## src/hdl/ftsg_pkg.sv

```systemverilog
// Shared constants, types and command codes of the flat triangle span generator.
package ftsg_pkg;

   localparam int SCREEN_WIDTH  = 320;
   localparam int SCREEN_HEIGHT = 240;
   localparam int FRACTION_BITS = 16;

   localparam int EDGE_W  = 32;
   localparam int COORD_W = 13;
   localparam int ROW_W   = 13;
   localparam int COL_W   = 17;

   // Restoring division: one quotient bit per cycle over a 29-bit magnitude.
   localparam int DIV_STEPS = COORD_W + FRACTION_BITS;
   localparam int DIV_CNT_W = $clog2(DIV_STEPS);

   localparam logic signed [ROW_W-1:0] ROW_LIMIT = ROW_W'(SCREEN_HEIGHT - 1);
   localparam logic signed [COL_W-1:0] COL_LIMIT = COL_W'(SCREEN_WIDTH);

   // Request function codes.
   localparam logic FUNC_LOAD = 1'b0;
   localparam logic FUNC_NEXT = 1'b1;

   // Division slots: P = (x2-x1)/(y2-y1), Q = (x3-x1)/(y3-y1), R = (x3-x2)/(y3-y2).
   localparam logic [1:0] DIV_P = 2'd0;
   localparam logic [1:0] DIV_Q = 2'd1;
   localparam logic [1:0] DIV_R = 2'd2;

   // Multiply slots of the setup sequence.
   localparam logic [2:0] MUL_MID = 3'd0;
   localparam logic [2:0] MUL_UL  = 3'd1;
   localparam logic [2:0] MUL_UR  = 3'd2;
   localparam logic [2:0] MUL_LL  = 3'd3;
   localparam logic [2:0] MUL_LR  = 3'd4;

   typedef enum logic [6:0] {
      S_IDLE     = 7'b0000001,
      S_DIV_GO   = 7'b0000010,
      S_DIV_WAIT = 7'b0000100,
      S_MUL      = 7'b0001000,
      S_MID      = 7'b0010000,
      S_SETUP    = 7'b0100000,
      S_SPAN     = 7'b1000000
   } state_type;

   typedef struct packed {
      logic       load_tri;
      logic       next_req;
      logic       div_start;
      logic [1:0] div_sel;
      logic       mul_en;
      logic [2:0] mul_sel;
      logic       mid_en;
      logic       setup_en;
      logic       span_en;
   } cmd_type;

   typedef struct packed {
      logic div_done;
   } status_type;

endpackage

```

## src/hdl/ftsg_div.sv

```systemverilog
// Serial signed divider for edge slopes, truncating toward zero.
module ftsg_div
   import ftsg_pkg::*;
(
   input  logic                     clock,
   input  logic                     reset,
   input  logic                     start_div,
   input  logic signed [COORD_W:0]  num_diff,
   input  logic [COORD_W-1:0]       den,
   output logic                     done,
   output logic [EDGE_W-1:0]        quotient
);

   logic [COORD_W-1:0]   rem_ff, rem_in;
   logic [DIV_STEPS-1:0] quo_ff, quo_in;
   logic [DIV_CNT_W-1:0] cnt_ff;
   logic [COORD_W-1:0]   den_ff;
   logic                 run_ff, neg_ff, done_ff;
   logic [COORD_W:0]     mag;
   logic [COORD_W:0]     shifted;
   logic [COORD_W:0]     trial;
   logic                 fits;
   logic [EDGE_W-1:0]    quo_ext;

   always_comb begin
      mag     = num_diff[COORD_W] ? -num_diff : num_diff;
      shifted = {rem_ff, quo_ff[DIV_STEPS-1]};
      trial   = shifted - {1'b0, den_ff};
      fits    = shifted >= {1'b0, den_ff};
      rem_in  = fits ? trial[COORD_W-1:0] : shifted[COORD_W-1:0];
      quo_in  = {quo_ff[DIV_STEPS-2:0], fits};
      quo_ext = {{(EDGE_W-DIV_STEPS){1'b0}}, quo_ff};
   end

   always_ff @(posedge clock) begin
      if (reset) begin
         run_ff  <= 1'b0;
         done_ff <= 1'b0;
         cnt_ff  <= '0;
      end else begin
         done_ff <= 1'b0;
         if (start_div) begin
            run_ff <= 1'b1;
            cnt_ff <= '0;
         end else if (run_ff) begin
            cnt_ff <= cnt_ff + 1'b1;
            if (cnt_ff == DIV_CNT_W'(DIV_STEPS - 1)) begin
               run_ff  <= 1'b0;
               done_ff <= 1'b1;
            end
         end
      end
   end

   always_ff @(posedge clock) begin
      if (start_div) begin
         rem_ff <= '0;
         quo_ff <= {mag[COORD_W-1:0], {FRACTION_BITS{1'b0}}};
         den_ff <= den;
         neg_ff <= num_diff[COORD_W];
      end else if (run_ff) begin
         rem_ff <= rem_in;
         quo_ff <= quo_in;
      end
   end

   assign done     = done_ff;
   assign quotient = neg_ff ? -quo_ext : quo_ext;

endmodule

```

## src/hdl/ftsg_dp.sv

```systemverilog
// Datapath: vertex sort, slope division, setup multiplies, edge walking and span output.
module ftsg_dp
   import ftsg_pkg::*;
(
   input  logic                      clock,
   input  logic                      reset,
   input  cmd_type                   cmd,
   output status_type                status,
   input  logic signed [COORD_W-1:0] in_ax,
   input  logic signed [COORD_W-1:0] in_ay,
   input  logic signed [COORD_W-1:0] in_bx,
   input  logic signed [COORD_W-1:0] in_by,
   input  logic signed [COORD_W-1:0] in_cx,
   input  logic signed [COORD_W-1:0] in_cy,
   input  logic [7:0]                in_color,
   output logic                      out_valid,
   output logic [7:0]                out_row,
   output logic [8:0]                out_start,
   output logic [8:0]                out_length,
   output logic [7:0]                out_color,
   output logic                      out_last,
   output logic                      out_none
);

   function automatic logic signed [ROW_W-1:0] clip_top(input logic signed [ROW_W-1:0] y);
      return (y < 0) ? '0 : y;
   endfunction

   function automatic logic signed [ROW_W-1:0] clip_bot(input logic signed [ROW_W-1:0] y);
      return (y >= ROW_LIMIT) ? ROW_LIMIT : y;
   endfunction

   function automatic logic [EDGE_W-1:0] scale_x(input logic signed [COORD_W-1:0] x);
      return {{(EDGE_W-COORD_W-FRACTION_BITS){x[COORD_W-1]}}, x, {FRACTION_BITS{1'b0}}};
   endfunction

   function automatic logic [EDGE_W-1:0] half_of(input logic [EDGE_W-1:0] s);
      return {s[EDGE_W-1], s[EDGE_W-1:1]};
   endfunction

   function automatic logic [COORD_W-1:0] cut_rows(input logic signed [ROW_W-1:0] y);
      logic signed [ROW_W:0] neg;
      neg = -{y[ROW_W-1], y};
      return (y < 0) ? neg[COORD_W-1:0] : '0;
   endfunction

   // Sorted vertices.
   logic signed [COORD_W-1:0] x1_ff, y1_ff, x2_ff, y2_ff, x3_ff, y3_ff;
   logic signed [COORD_W-1:0] x1_in, y1_in, x2_in, y2_in, x3_in, y3_in;
   logic [7:0]                color_ff;

   logic [EDGE_W-1:0] qp_ff, qq_ff, qr_ff;
   logic [EDGE_W-1:0] prod_mid_ff, prod_ul_ff, prod_ur_ff, prod_ll_ff, prod_lr_ff;
   logic [EDGE_W-1:0] mid_ff;

   // Live half.
   logic [EDGE_W-1:0]        left_ff, right_ff, lslope_ff, rslope_ff;
   logic signed [ROW_W-1:0]  cur_ff, end_ff;
   logic                     active_ff, second_ff, lower_ok_ff;
   // Lower half, already clipped and biased.
   logic [EDGE_W-1:0]        lo_left_ff, lo_right_ff, lo_lslope_ff, lo_rslope_ff;
   logic signed [ROW_W-1:0]  lo_top_ff, lo_end_ff;

   logic                     valid_ff;
   logic [7:0]               row_ff, color_out_ff;
   logic [8:0]               start_ff, length_ff;
   logic                     last_ff, none_ff;

   logic signed [COORD_W:0]  div_num;
   logic [COORD_W-1:0]       div_den;
   logic                     div_done;
   logic [EDGE_W-1:0]        div_q;

   logic                     flat_top, flat_bot, swap;
   logic [EDGE_W-1:0]        xs1, xs2, xs3;
   logic [EDGE_W-1:0]        ul0, ur0, uls, urs, ll0, lr0, lls, lrs;
   logic signed [COORD_W:0]  dy21, dy31, dy32;
   logic [EDGE_W-1:0]        mul_a;
   logic [COORD_W-1:0]       mul_b;
   logic [EDGE_W+COORD_W-1:0] mul_full;

   logic signed [ROW_W-1:0]  top_up, bot_up, top_lo, bot_lo;
   logic signed [ROW_W-1:0]  cur_next;
   logic                     lower_go, row_empty;
   logic signed [COL_W-1:0]  col_l, col_r, col_len;

   // Vertex ordering by y; equal y values keep the a, b, c input order.
   always_comb begin
      x1_in = in_ax; y1_in = in_ay;
      x2_in = in_bx; y2_in = in_by;
      x3_in = in_cx; y3_in = in_cy;
      if (in_ay <= in_by) begin
         if (in_ay <= in_cy) begin
            if (in_by <= in_cy) begin
               x1_in = in_ax; y1_in = in_ay; x2_in = in_bx; y2_in = in_by;
               x3_in = in_cx; y3_in = in_cy;
            end else begin
               x1_in = in_ax; y1_in = in_ay; x2_in = in_cx; y2_in = in_cy;
               x3_in = in_bx; y3_in = in_by;
            end
         end else begin
            x1_in = in_cx; y1_in = in_cy; x2_in = in_ax; y2_in = in_ay;
            x3_in = in_bx; y3_in = in_by;
         end
      end else begin
         if (in_by <= in_cy) begin
            if (in_ay <= in_cy) begin
               x1_in = in_bx; y1_in = in_by; x2_in = in_ax; y2_in = in_ay;
               x3_in = in_cx; y3_in = in_cy;
            end else begin
               x1_in = in_bx; y1_in = in_by; x2_in = in_cx; y2_in = in_cy;
               x3_in = in_ax; y3_in = in_ay;
            end
         end else begin
            x1_in = in_cx; y1_in = in_cy; x2_in = in_bx; y2_in = in_by;
            x3_in = in_ax; y3_in = in_ay;
         end
      end
   end

   always_comb begin
      dy21 = {y2_ff[COORD_W-1], y2_ff} - {y1_ff[COORD_W-1], y1_ff};
      dy31 = {y3_ff[COORD_W-1], y3_ff} - {y1_ff[COORD_W-1], y1_ff};
      dy32 = {y3_ff[COORD_W-1], y3_ff} - {y2_ff[COORD_W-1], y2_ff};
      case (cmd.div_sel)
         DIV_P: begin
            div_num = {x2_ff[COORD_W-1], x2_ff} - {x1_ff[COORD_W-1], x1_ff};
            div_den = dy21[COORD_W-1:0];
         end
         DIV_Q: begin
            div_num = {x3_ff[COORD_W-1], x3_ff} - {x1_ff[COORD_W-1], x1_ff};
            div_den = dy31[COORD_W-1:0];
         end
         default: begin
            div_num = {x3_ff[COORD_W-1], x3_ff} - {x2_ff[COORD_W-1], x2_ff};
            div_den = dy32[COORD_W-1:0];
         end
      endcase
   end

   ftsg_div u_div (
      .clock     (clock),
      .reset     (reset),
      .start_div (cmd.div_start),
      .num_diff  (div_num),
      .den       (div_den),
      .done      (div_done),
      .quotient  (div_q)
   );

   assign status.div_done = div_done;

   // Edge start points and slopes of both halves.
   always_comb begin
      xs1      = scale_x(x1_ff);
      xs2      = scale_x(x2_ff);
      xs3      = scale_x(x3_ff);
      flat_top = (y1_ff == y2_ff);
      flat_bot = (y2_ff == y3_ff);
      ll0      = '0;
      lr0      = '0;
      lls      = '0;
      lrs      = '0;
      if (flat_top) begin
         swap = !(x1_ff < x2_ff);
         ul0  = swap ? xs2 : xs1;
         ur0  = swap ? xs1 : xs2;
         uls  = swap ? qr_ff : qq_ff;
         urs  = swap ? qq_ff : qr_ff;
      end else if (flat_bot) begin
         swap = !(x2_ff < x3_ff);
         ul0  = xs1;
         ur0  = xs1;
         uls  = swap ? qq_ff : qp_ff;
         urs  = swap ? qp_ff : qq_ff;
      end else begin
         swap = !($signed(qp_ff) < $signed(qq_ff));
         ul0  = xs1;
         ur0  = xs1;
         uls  = swap ? qq_ff : qp_ff;
         urs  = swap ? qp_ff : qq_ff;
         ll0  = swap ? mid_ff : xs2;
         lr0  = swap ? xs2 : mid_ff;
         lls  = swap ? qq_ff : qr_ff;
         lrs  = swap ? qr_ff : qq_ff;
      end
   end

   always_comb begin
      case (cmd.mul_sel)
         MUL_MID: begin mul_a = qq_ff; mul_b = dy21[COORD_W-1:0];  end
         MUL_UL:  begin mul_a = uls;   mul_b = cut_rows(y1_ff);    end
         MUL_UR:  begin mul_a = urs;   mul_b = cut_rows(y1_ff);    end
         MUL_LL:  begin mul_a = lls;   mul_b = cut_rows(y2_ff);    end
         default: begin mul_a = lrs;   mul_b = cut_rows(y2_ff);    end
      endcase
      mul_full = mul_a * mul_b;
   end

   always_comb begin
      top_up    = clip_top(y1_ff);
      bot_up    = clip_bot((flat_top || flat_bot) ? y3_ff : y2_ff);
      top_lo    = clip_top(y2_ff);
      bot_lo    = clip_bot(y3_ff);
      lower_go  = lower_ok_ff && !second_ff;
      row_empty = !active_ff || (cur_ff >= end_ff);
      cur_next  = cur_ff + 1'b1;
      col_l     = {left_ff[EDGE_W-1], left_ff[EDGE_W-1:FRACTION_BITS]};
      col_r     = {right_ff[EDGE_W-1], right_ff[EDGE_W-1:FRACTION_BITS]};
      if (col_l < 0) col_l = '0;
      if (col_l > COL_LIMIT) col_l = COL_LIMIT;
      if (col_r >= COL_LIMIT) col_r = COL_LIMIT;
      col_len = (col_r > col_l) ? (col_r - col_l) : '0;
   end

   always_ff @(posedge clock) begin
      if (cmd.load_tri) begin
         x1_ff    <= x1_in; y1_ff <= y1_in;
         x2_ff    <= x2_in; y2_ff <= y2_in;
         x3_ff    <= x3_in; y3_ff <= y3_in;
         color_ff <= in_color;
      end
      if (div_done) begin
         case (cmd.div_sel)
            DIV_P:   qp_ff <= div_q;
            DIV_Q:   qq_ff <= div_q;
            default: qr_ff <= div_q;
         endcase
      end
      if (cmd.mul_en) begin
         case (cmd.mul_sel)
            MUL_MID: prod_mid_ff <= mul_full[EDGE_W-1:0];
            MUL_UL:  prod_ul_ff  <= mul_full[EDGE_W-1:0];
            MUL_UR:  prod_ur_ff  <= mul_full[EDGE_W-1:0];
            MUL_LL:  prod_ll_ff  <= mul_full[EDGE_W-1:0];
            default: prod_lr_ff  <= mul_full[EDGE_W-1:0];
         endcase
      end
      if (cmd.mid_en) begin
         mid_ff <= xs1 + prod_mid_ff;
      end
      if (cmd.setup_en) begin
         left_ff      <= ul0 + prod_ul_ff + half_of(uls);
         right_ff     <= ur0 + prod_ur_ff + half_of(urs);
         lslope_ff    <= uls;
         rslope_ff    <= urs;
         cur_ff       <= top_up;
         end_ff       <= bot_up;
         lo_left_ff   <= ll0 + prod_ll_ff + half_of(lls);
         lo_right_ff  <= lr0 + prod_lr_ff + half_of(lrs);
         lo_lslope_ff <= lls;
         lo_rslope_ff <= lrs;
         lo_top_ff    <= top_lo;
         lo_end_ff    <= bot_lo;
      end else if (cmd.next_req && active_ff && (cur_ff >= end_ff) && lower_go) begin
         left_ff   <= lo_left_ff;
         right_ff  <= lo_right_ff;
         lslope_ff <= lo_lslope_ff;
         rslope_ff <= lo_rslope_ff;
         cur_ff    <= lo_top_ff;
         end_ff    <= lo_end_ff;
      end else if (cmd.span_en && !row_empty) begin
         left_ff  <= left_ff + lslope_ff;
         right_ff <= right_ff + rslope_ff;
         cur_ff   <= cur_next;
      end
      if (cmd.span_en) begin
         row_ff       <= row_empty ? '0 : cur_ff[7:0];
         start_ff     <= row_empty ? '0 : col_l[8:0];
         length_ff    <= row_empty ? '0 : col_len[8:0];
         color_out_ff <= row_empty ? '0 : color_ff;
         last_ff      <= !row_empty && (cur_next >= end_ff) && !lower_go;
         none_ff      <= row_empty;
      end
   end

   always_ff @(posedge clock) begin
      if (reset) begin
         active_ff   <= 1'b0;
         second_ff   <= 1'b0;
         lower_ok_ff <= 1'b0;
         valid_ff    <= 1'b0;
      end else begin
         valid_ff <= cmd.span_en;
         if (cmd.setup_en) begin
            active_ff   <= (y1_ff != y3_ff);
            second_ff   <= 1'b0;
            lower_ok_ff <= !flat_top && !flat_bot && (top_lo < bot_lo);
         end else if (cmd.next_req && active_ff && (cur_ff >= end_ff) && lower_go) begin
            second_ff <= 1'b1;
         end else if (cmd.span_en) begin
            if (row_empty || ((cur_next >= end_ff) && !lower_go)) begin
               active_ff <= 1'b0;
            end
         end
      end
   end

   assign out_valid  = valid_ff;
   assign out_row    = row_ff;
   assign out_start  = start_ff;
   assign out_length = length_ff;
   assign out_color  = color_out_ff;
   assign out_last   = last_ff;
   assign out_none   = none_ff;

endmodule

```

## src/hdl/ftsg_ctrl.sv

```systemverilog
// Controller state machine sequencing triangle setup and span requests.
module ftsg_ctrl
   import ftsg_pkg::*;
(
   input  logic       clock,
   input  logic       reset,
   input  logic       start,
   input  logic       func,
   input  status_type status,
   output cmd_type    cmd,
   output logic       busy
);

   state_type  state_ff, state_in;
   logic [1:0] div_idx_ff, div_idx_in;
   logic [2:0] mul_idx_ff, mul_idx_in;
   logic       take;

   always_comb begin
      take       = (state_ff == S_IDLE) && start;
      state_in   = state_ff;
      div_idx_in = div_idx_ff;
      mul_idx_in = mul_idx_ff;
      case (state_ff)
         S_IDLE: begin
            if (start) begin
               state_in   = (func == FUNC_NEXT) ? S_SPAN : S_DIV_GO;
               div_idx_in = DIV_P;
            end
         end
         S_DIV_GO: state_in = S_DIV_WAIT;
         S_DIV_WAIT: begin
            if (status.div_done) begin
               if (div_idx_ff == DIV_R) begin
                  state_in   = S_MUL;
                  mul_idx_in = MUL_MID;
               end else begin
                  state_in   = S_DIV_GO;
                  div_idx_in = div_idx_ff + 1'b1;
               end
            end
         end
         S_MUL: begin
            if (mul_idx_ff == MUL_LR) begin
               state_in = S_MID;
            end else begin
               mul_idx_in = mul_idx_ff + 1'b1;
            end
         end
         S_MID:   state_in = S_SETUP;
         S_SETUP: state_in = S_IDLE;
         S_SPAN:  state_in = S_IDLE;
         default: state_in = S_IDLE;
      endcase
   end

   always_comb begin
      cmd.load_tri  = take && (func == FUNC_LOAD);
      cmd.next_req  = take && (func == FUNC_NEXT);
      cmd.div_start = (state_ff == S_DIV_GO);
      cmd.div_sel   = div_idx_ff;
      cmd.mul_en    = (state_ff == S_MUL);
      cmd.mul_sel   = mul_idx_ff;
      cmd.mid_en    = (state_ff == S_MID);
      cmd.setup_en  = (state_ff == S_SETUP);
      cmd.span_en   = (state_ff == S_SPAN);
   end

   always_ff @(posedge clock) begin
      if (reset) begin
         state_ff   <= S_IDLE;
         div_idx_ff <= DIV_P;
         mul_idx_ff <= MUL_MID;
      end else begin
         state_ff   <= state_in;
         div_idx_ff <= div_idx_in;
         mul_idx_ff <= mul_idx_in;
      end
   end

   assign busy = (state_ff != S_IDLE);

endmodule

```

## src/hdl/flat_triangle_span_generator_core.sv

```systemverilog
// Top level of the flat triangle span generator: controller plus datapath.
//
//  channel   | handshake          | payload
//  ----------+--------------------+-----------------------------------------------
//  request   | start / busy       | req_func, req_vert_{a,b,c}_{x,y}, req_fill_color
//  response  | rsp_valid (strobe) | rsp_span_row/start/length/color, last, no_span
//
// A span request passes through the accept in S_IDLE and then S_SPAN; the result strobe
// is registered from S_SPAN, appears in the next cycle and overlaps the next accept.
// A load transaction runs three serial slope divisions (launch, 29 quotient bits,
// hand-over) that share one divider, then five setup multiplies on one multiplier,
// the midpoint add and the edge setup.
// Synchronous reset leaves no triangle loaded; a span request then returns no_span.
// The receiver cannot stall, so each result is shown for exactly one cycle.
module flat_triangle_span_generator_core
   import ftsg_pkg::*;
(
   input  logic                      clock,
   input  logic                      reset,
   input  logic                      start,
   output logic                      busy,
   input  logic                      req_func,
   input  logic signed [COORD_W-1:0] req_vert_a_x,
   input  logic signed [COORD_W-1:0] req_vert_a_y,
   input  logic signed [COORD_W-1:0] req_vert_b_x,
   input  logic signed [COORD_W-1:0] req_vert_b_y,
   input  logic signed [COORD_W-1:0] req_vert_c_x,
   input  logic signed [COORD_W-1:0] req_vert_c_y,
   input  logic [7:0]                req_fill_color,
   output logic                      rsp_valid,
   output logic [7:0]                rsp_span_row,
   output logic [8:0]                rsp_span_start,
   output logic [8:0]                rsp_span_length,
   output logic [7:0]                rsp_span_color,
   output logic                      rsp_last_span,
   output logic                      rsp_no_span
);

   cmd_type    cmd;
   status_type status;

   ftsg_ctrl u_ctrl (
      .clock  (clock),
      .reset  (reset),
      .start  (start),
      .func   (req_func),
      .status (status),
      .cmd    (cmd),
      .busy   (busy)
   );

   ftsg_dp u_dp (
      .clock      (clock),
      .reset      (reset),
      .cmd        (cmd),
      .status     (status),
      .in_ax      (req_vert_a_x),
      .in_ay      (req_vert_a_y),
      .in_bx      (req_vert_b_x),
      .in_by      (req_vert_b_y),
      .in_cx      (req_vert_c_x),
      .in_cy      (req_vert_c_y),
      .in_color   (req_fill_color),
      .out_valid  (rsp_valid),
      .out_row    (rsp_span_row),
      .out_start  (rsp_span_start),
      .out_length (rsp_span_length),
      .out_color  (rsp_span_color),
      .out_last   (rsp_last_span),
      .out_none   (rsp_no_span)
   );

endmodule
```

## config.mk

```make
export PLATFORM = sky130hd
export DESIGN_NAME = flat_triangle_span_generator_core
export DESIGN_NICKNAME = d
export VERILOG_FILES = /design/src/hdl/ftsg_pkg.sv /design/src/hdl/ftsg_div.sv /design/src/hdl/ftsg_dp.sv /design/src/hdl/ftsg_ctrl.sv /design/src/hdl/flat_triangle_span_generator_core.sv
export SDC_FILE = /design/constraint.sdc
export NUM_CORES = 2
export LEC_CHECK = 0
export BUFFER_PORTS_ARGS = -buffer_cell sky130_fd_sc_hd__buf_2
export CORE_MARGIN = 2
export CORE_UTILIZATION = 65
export CTS_CLUSTER_DIAMETER = 40
export DETAILED_ROUTE_END_ITERATION = 10
export PLACE_DENSITY = 0.82
export SLEW_MARGIN = 5
export SYNTH_ARGS = -nofsm -noshare
export SYNTH_HDL_FRONTEND = slang
export SYNTH_SLANG_ARGS = --single-unit
```

## constraint.sdc

```tcl
create_clock -name clock -period 11.32 [get_ports clock]
set_clock_uncertainty 0.2 [all_clocks]
set_input_delay 0.566 -clock clock [delete_from_list [all_inputs] [get_ports clock]]
set_output_delay 0.566 -clock clock [all_outputs]
set_load 0.02 [all_outputs]
```

==> run_summary.xml <==
<?xml version="1.0" encoding="UTF-8"?>
<metrics>
  <group name="sta">
    <metric name="timing_hold_violations_final" unit="">0</metric>
    <metric name="shortest_clock_period_the_worst_path_allows_after_layout" unit="ns">10.87</metric>
    <metric name="fmax" unit="GHz">0.0920</metric>
    <metric name="grt_setup_unrepaired" unit="">false</metric>
    <metric name="tns_setup" unit="ns">0</metric>
    <metric name="layout_worst_path_cycle_share" unit="">0.960</metric>
    <metric name="slew_worst_pin" unit="ns">1.37</metric>
    <metric name="final-max-slew-violation-count" unit="">0</metric>
    <metric name="max_slew_margin" unit="">0.0787</metric>
    <metric name="finalSetupViolations" unit="">0</metric>
  </group>
  <group name="routing">
    <metric name="drt_first_iter_violations" unit="">7948</metric>
    <metric name="detail_route.vias_per_cell" unit="">6.58</metric>
    <metric name="post-route-drc-count" unit="">0</metric>
    <metric name="route.final.wire_length" unit="um">209000</metric>
    <metric name="post_drt_wl_per_cell" unit="um">25.8</metric>
    <metric name="route.antenna.remaining_nets" unit="">0</metric>
    <metric name="via_count" unit="">53165</metric>
    <metric name="detail_route.first_pass.iterations" unit="">10</metric>
  </group>
  <group name="critical_path">
    <metric name="kind_of_launch_point_of_the_worst_setup_path" unit="">flop</metric>
    <metric name="critPathMaxStageDelay" unit="ns">0.65</metric>
    <metric name="critPathKind" unit="">reg2reg</metric>
    <metric name="cp_data_arrival_time" unit="ns">11.08</metric>
    <metric name="crit_path_end_kind" unit="">flop</metric>
    <metric name="crit_buf_inv" unit="">7</metric>
    <metric name="cpMaxStageDelayCell" unit="">sky130_fd_sc_hd__a211oi_1</metric>
    <metric name="worst_path_dominant_cell_family" unit="">compound AO/OA/AOI/OAI gates</metric>
    <metric name="worstPathRequired" unit="ns">11.53</metric>
    <metric name="highest_fanout_seen_on_the_critical_path" unit="">15</metric>
  </group>
  <group name="floorplanning">
    <metric name="io_pins" unit="">128</metric>
    <metric name="floorplan.die.width" unit="um">315</metric>
    <metric name="core.rowCount" unit="">114</metric>
    <metric name="total_die_area" unit="um^2">99400</metric>
    <metric name="die_height" unit="um">315</metric>
    <metric name="initial_core_util" unit="">0.654</metric>
    <metric name="placeableCoreArea" unit="um^2">96300</metric>
  </group>
  <group name="finish">
    <metric name="multi_input_comb_area" unit="um^2">36100</metric>
    <metric name="most_frequent_standard_cell_in_the_layout_excluding_fill_and_tap_cells" unit="">sky130_fd_sc_hd__nand2_1</metric>
    <metric name="layout.cells.non_filler" unit="">8079</metric>
    <metric name="leading_cell_types_in_the_layout_fill_and_taps_excluded" unit="">806 x sky130_fd_sc_hd__nand2_1, 744 x sky130_fd_sc_hd__edfxtp_1, 739 x sky130_fd_sc_hd__inv_1</metric>
    <metric name="layout-area-overhead-vs-synth" unit="%">10.7</metric>
    <metric name="layout.nets" unit="">7660</metric>
    <metric name="fillers" unit="">6924</metric>
    <metric name="post_route_cells_drive_above_1_share" unit="">0.0814</metric>
    <metric name="register_area" unit="um^2">23400</metric>
  </group>
  <group name="grt">
    <metric name="grt_util_all_layers" unit="">0.421</metric>
    <metric name="met3_capacity_usage_during_global_routing" unit="">0.123</metric>
    <metric name="globalRouteMet2Util" unit="">0.636</metric>
    <metric name="grt_first_pass_wirelength" unit="um">314000</metric>
    <metric name="grt_met1_use" unit="">0.539</metric>
    <metric name="grt_antenna_before_repair" unit="">13</metric>
    <metric name="gr-total-overflow" unit="">0</metric>
    <metric name="global_route.peak_usage_layer" unit="">met2</metric>
    <metric name="grt_max_degree" unit="">80</metric>
    <metric name="first_global_vias" unit="">52760</metric>
  </group>
  <group name="placed_design">
    <metric name="dp_hpwl" unit="um">157000</metric>
    <metric name="gp_routability_congestion" unit="">1.03</metric>
    <metric name="dp.cells" unit="">7834</metric>
    <metric name="placement.io_buffers" unit="">127</metric>
  </group>
  <group name="clocking">
    <metric name="clock_insertion_delay_at_the_later_pin_of_the_skew_report" unit="ns">0.72</metric>
    <metric name="root_buffer" unit="">sky130_fd_sc_hd__clkbuf_16</metric>
    <metric name="max-clock-path-buffers" unit="">3</metric>
    <metric name="clock_sink_count" unit="">796</metric>
    <metric name="clkTransAtPathRegs" unit="ns">0.06</metric>
    <metric name="cts-buffers-inserted" unit="">110</metric>
    <metric name="cts_tree" unit="">yes</metric>
    <metric name="ctsHtreeMaxLevel" unit="">3</metric>
  </group>
  <group name="run_status">
    <metric name="status" unit="">finished clean</metric>
  </group>
  <group name="yosys">
    <metric name="synth-edff-count" unit="">744</metric>
    <metric name="synth_sequential_area_ratio" unit="">0.371</metric>
    <metric name="ys.flop_type" unit="">sky130_fd_sc_hd__edfxtp_1</metric>
    <metric name="count_of_synthesis_stage_warnings_from_yosys" unit="">0</metric>
    <metric name="synth-seq-cells" unit="">796</metric>
    <metric name="post_synth_inst_count" unit="">6521</metric>
    <metric name="postSynth.asyncResetShare" unit="">0</metric>
    <metric name="synth.avg_cell_area" unit="um^2">9.65</metric>
    <metric name="synth_unique_cells" unit="">102</metric>
    <metric name="synthesis.area" unit="um^2">63000</metric>
  </group>
  <group name="hold_path">
    <metric name="holdCritPathClass" unit="">in2reg</metric>
  </group>
  <group name="run">
    <metric name="drv_cap" unit="">0</metric>
  </group>
</metrics>
## per-stage QoR
step	util	area (um^2)	hold WS, ns	setup slack, ns
after floorplan	-	63000	0.200	1.84
after global placement	0.681	65500	0.200	0.714
after detailed placement	0.681	65500	0.205	0.457
after CTS	0.723	69600	0.000703	0.382
after global routing	0.724	69700	0.0526	0.0247
final	0.724	69700	0.0353	0.455
## layout make-up
class | instances | share of cell area
Multi-Input combinational cell | 4752 | 0.518
Sequential cell | 796 | 0.336
Clock buffer | 123 | 0.0412
Inverter | 744 | 0.0402
Timing Repair Buffer | 293 | 0.0281
Tap cell | 1276 | 0.0229
Clock inverter | 87 | 0.0139
Antenna cell | 8 | 0.000287
## cells in the mapped netlist, types with 53 or more instances
cell type                  count  area, um^2
sky130_fd_sc_hd__clkbuf_1    191         717
sky130_fd_sc_hd__o21a_1       81         608
sky130_fd_sc_hd__ha_1        509        6370
sky130_fd_sc_hd__nor3_1       76         380
sky130_fd_sc_hd__fa_1        364        7290
sky130_fd_sc_hd__xnor2_1     242        2120
sky130_fd_sc_hd__nand4_1      56         350
sky130_fd_sc_hd__and2_1       53         332
sky130_fd_sc_hd__nand2b_1     78         488
sky130_fd_sc_hd__a22oi_1      75         563
sky130_fd_sc_hd__edfxtp_1    744       22300
sky130_fd_sc_hd__nor2_1      511        1920
sky130_fd_sc_hd__mux2i_1      64         641
sky130_fd_sc_hd__nor2b_1      66         413
sky130_fd_sc_hd__o22ai_1     121         757
sky130_fd_sc_hd__nand3_1     118         591
sky130_fd_sc_hd__nand2_1     807        3030
sky130_fd_sc_hd__xor2_1       94         823
sky130_fd_sc_hd__inv_1       742        2790
sky130_fd_sc_hd__o21ai_0     347        1740
sky130_fd_sc_hd__a21oi_1     405        2030
sky130_fd_sc_hd__a21o_1      115         863
## final timing paths
| kind | from | end | slack (ns) | cells after the start |
|---|---|---|---|---|
| max | u_dp.x2_ff[11] | u_dp.prod_ul_ff[28] | 0.45 | 37 |
| min | req_vert_c_y[11] | u_dp.y3_ff[11] | 0.04 | 3 |
| max reg2reg | u_dp.x2_ff[11] | u_dp.prod_ul_ff[28] | 0.45 | 37 |
| min reg2reg | u_dp.prod_mid_ff[15] | u_dp.mid_ff[15] | 0.22 | 0 |
## kinds of logic (layout without fill, tap and decap cells)
kind of cell    after synthesis  count (layout)  share of synthesized area
fa+ha+maj                   873             873                      0.217
mux                          66              66                     0.0105
compound gates             1519            1519                      0.154
other cells                   1              14                  0.0000596
flops                       796             796                      0.371
xor+xnor                    344             345                     0.0491
simple gates               1943            1943                      0.139
buf+inv                     979            1247                     0.0592
## worst register-to-register path: cells and delay by family (launching register included)
kind | cells | cell delay, ns
buffers and inverters | 7 | 0.86
and+or+nand+nor | 3 | 0.48
AOI/OAI and AO/OA | 19 | 5.20
adders and majority gates | 7 | 2.89
DFF | 1 | 0.64
xor gates and xnor gates | 1 | 0.33
## what timing repair did
action                                 4_1_cts  5_1_grt
buffers inserted                             0        4
hold buffers                                22        0
resized for setup                            0        6
setup endpoints to repair                    0       30
endpoints found under the hold margin       23        0
## routing by layer
metal	vias to the layer above	share of wire
met5	-	0.00032
met4	10	0.067
met3	822	0.14
met2	3730	0.44
met1	25391	0.36
li1	23212	-
Power is left out: the tool's default activity adds up to more than one toggle a clock period on the data nets, which glitch-free logic cannot reach.
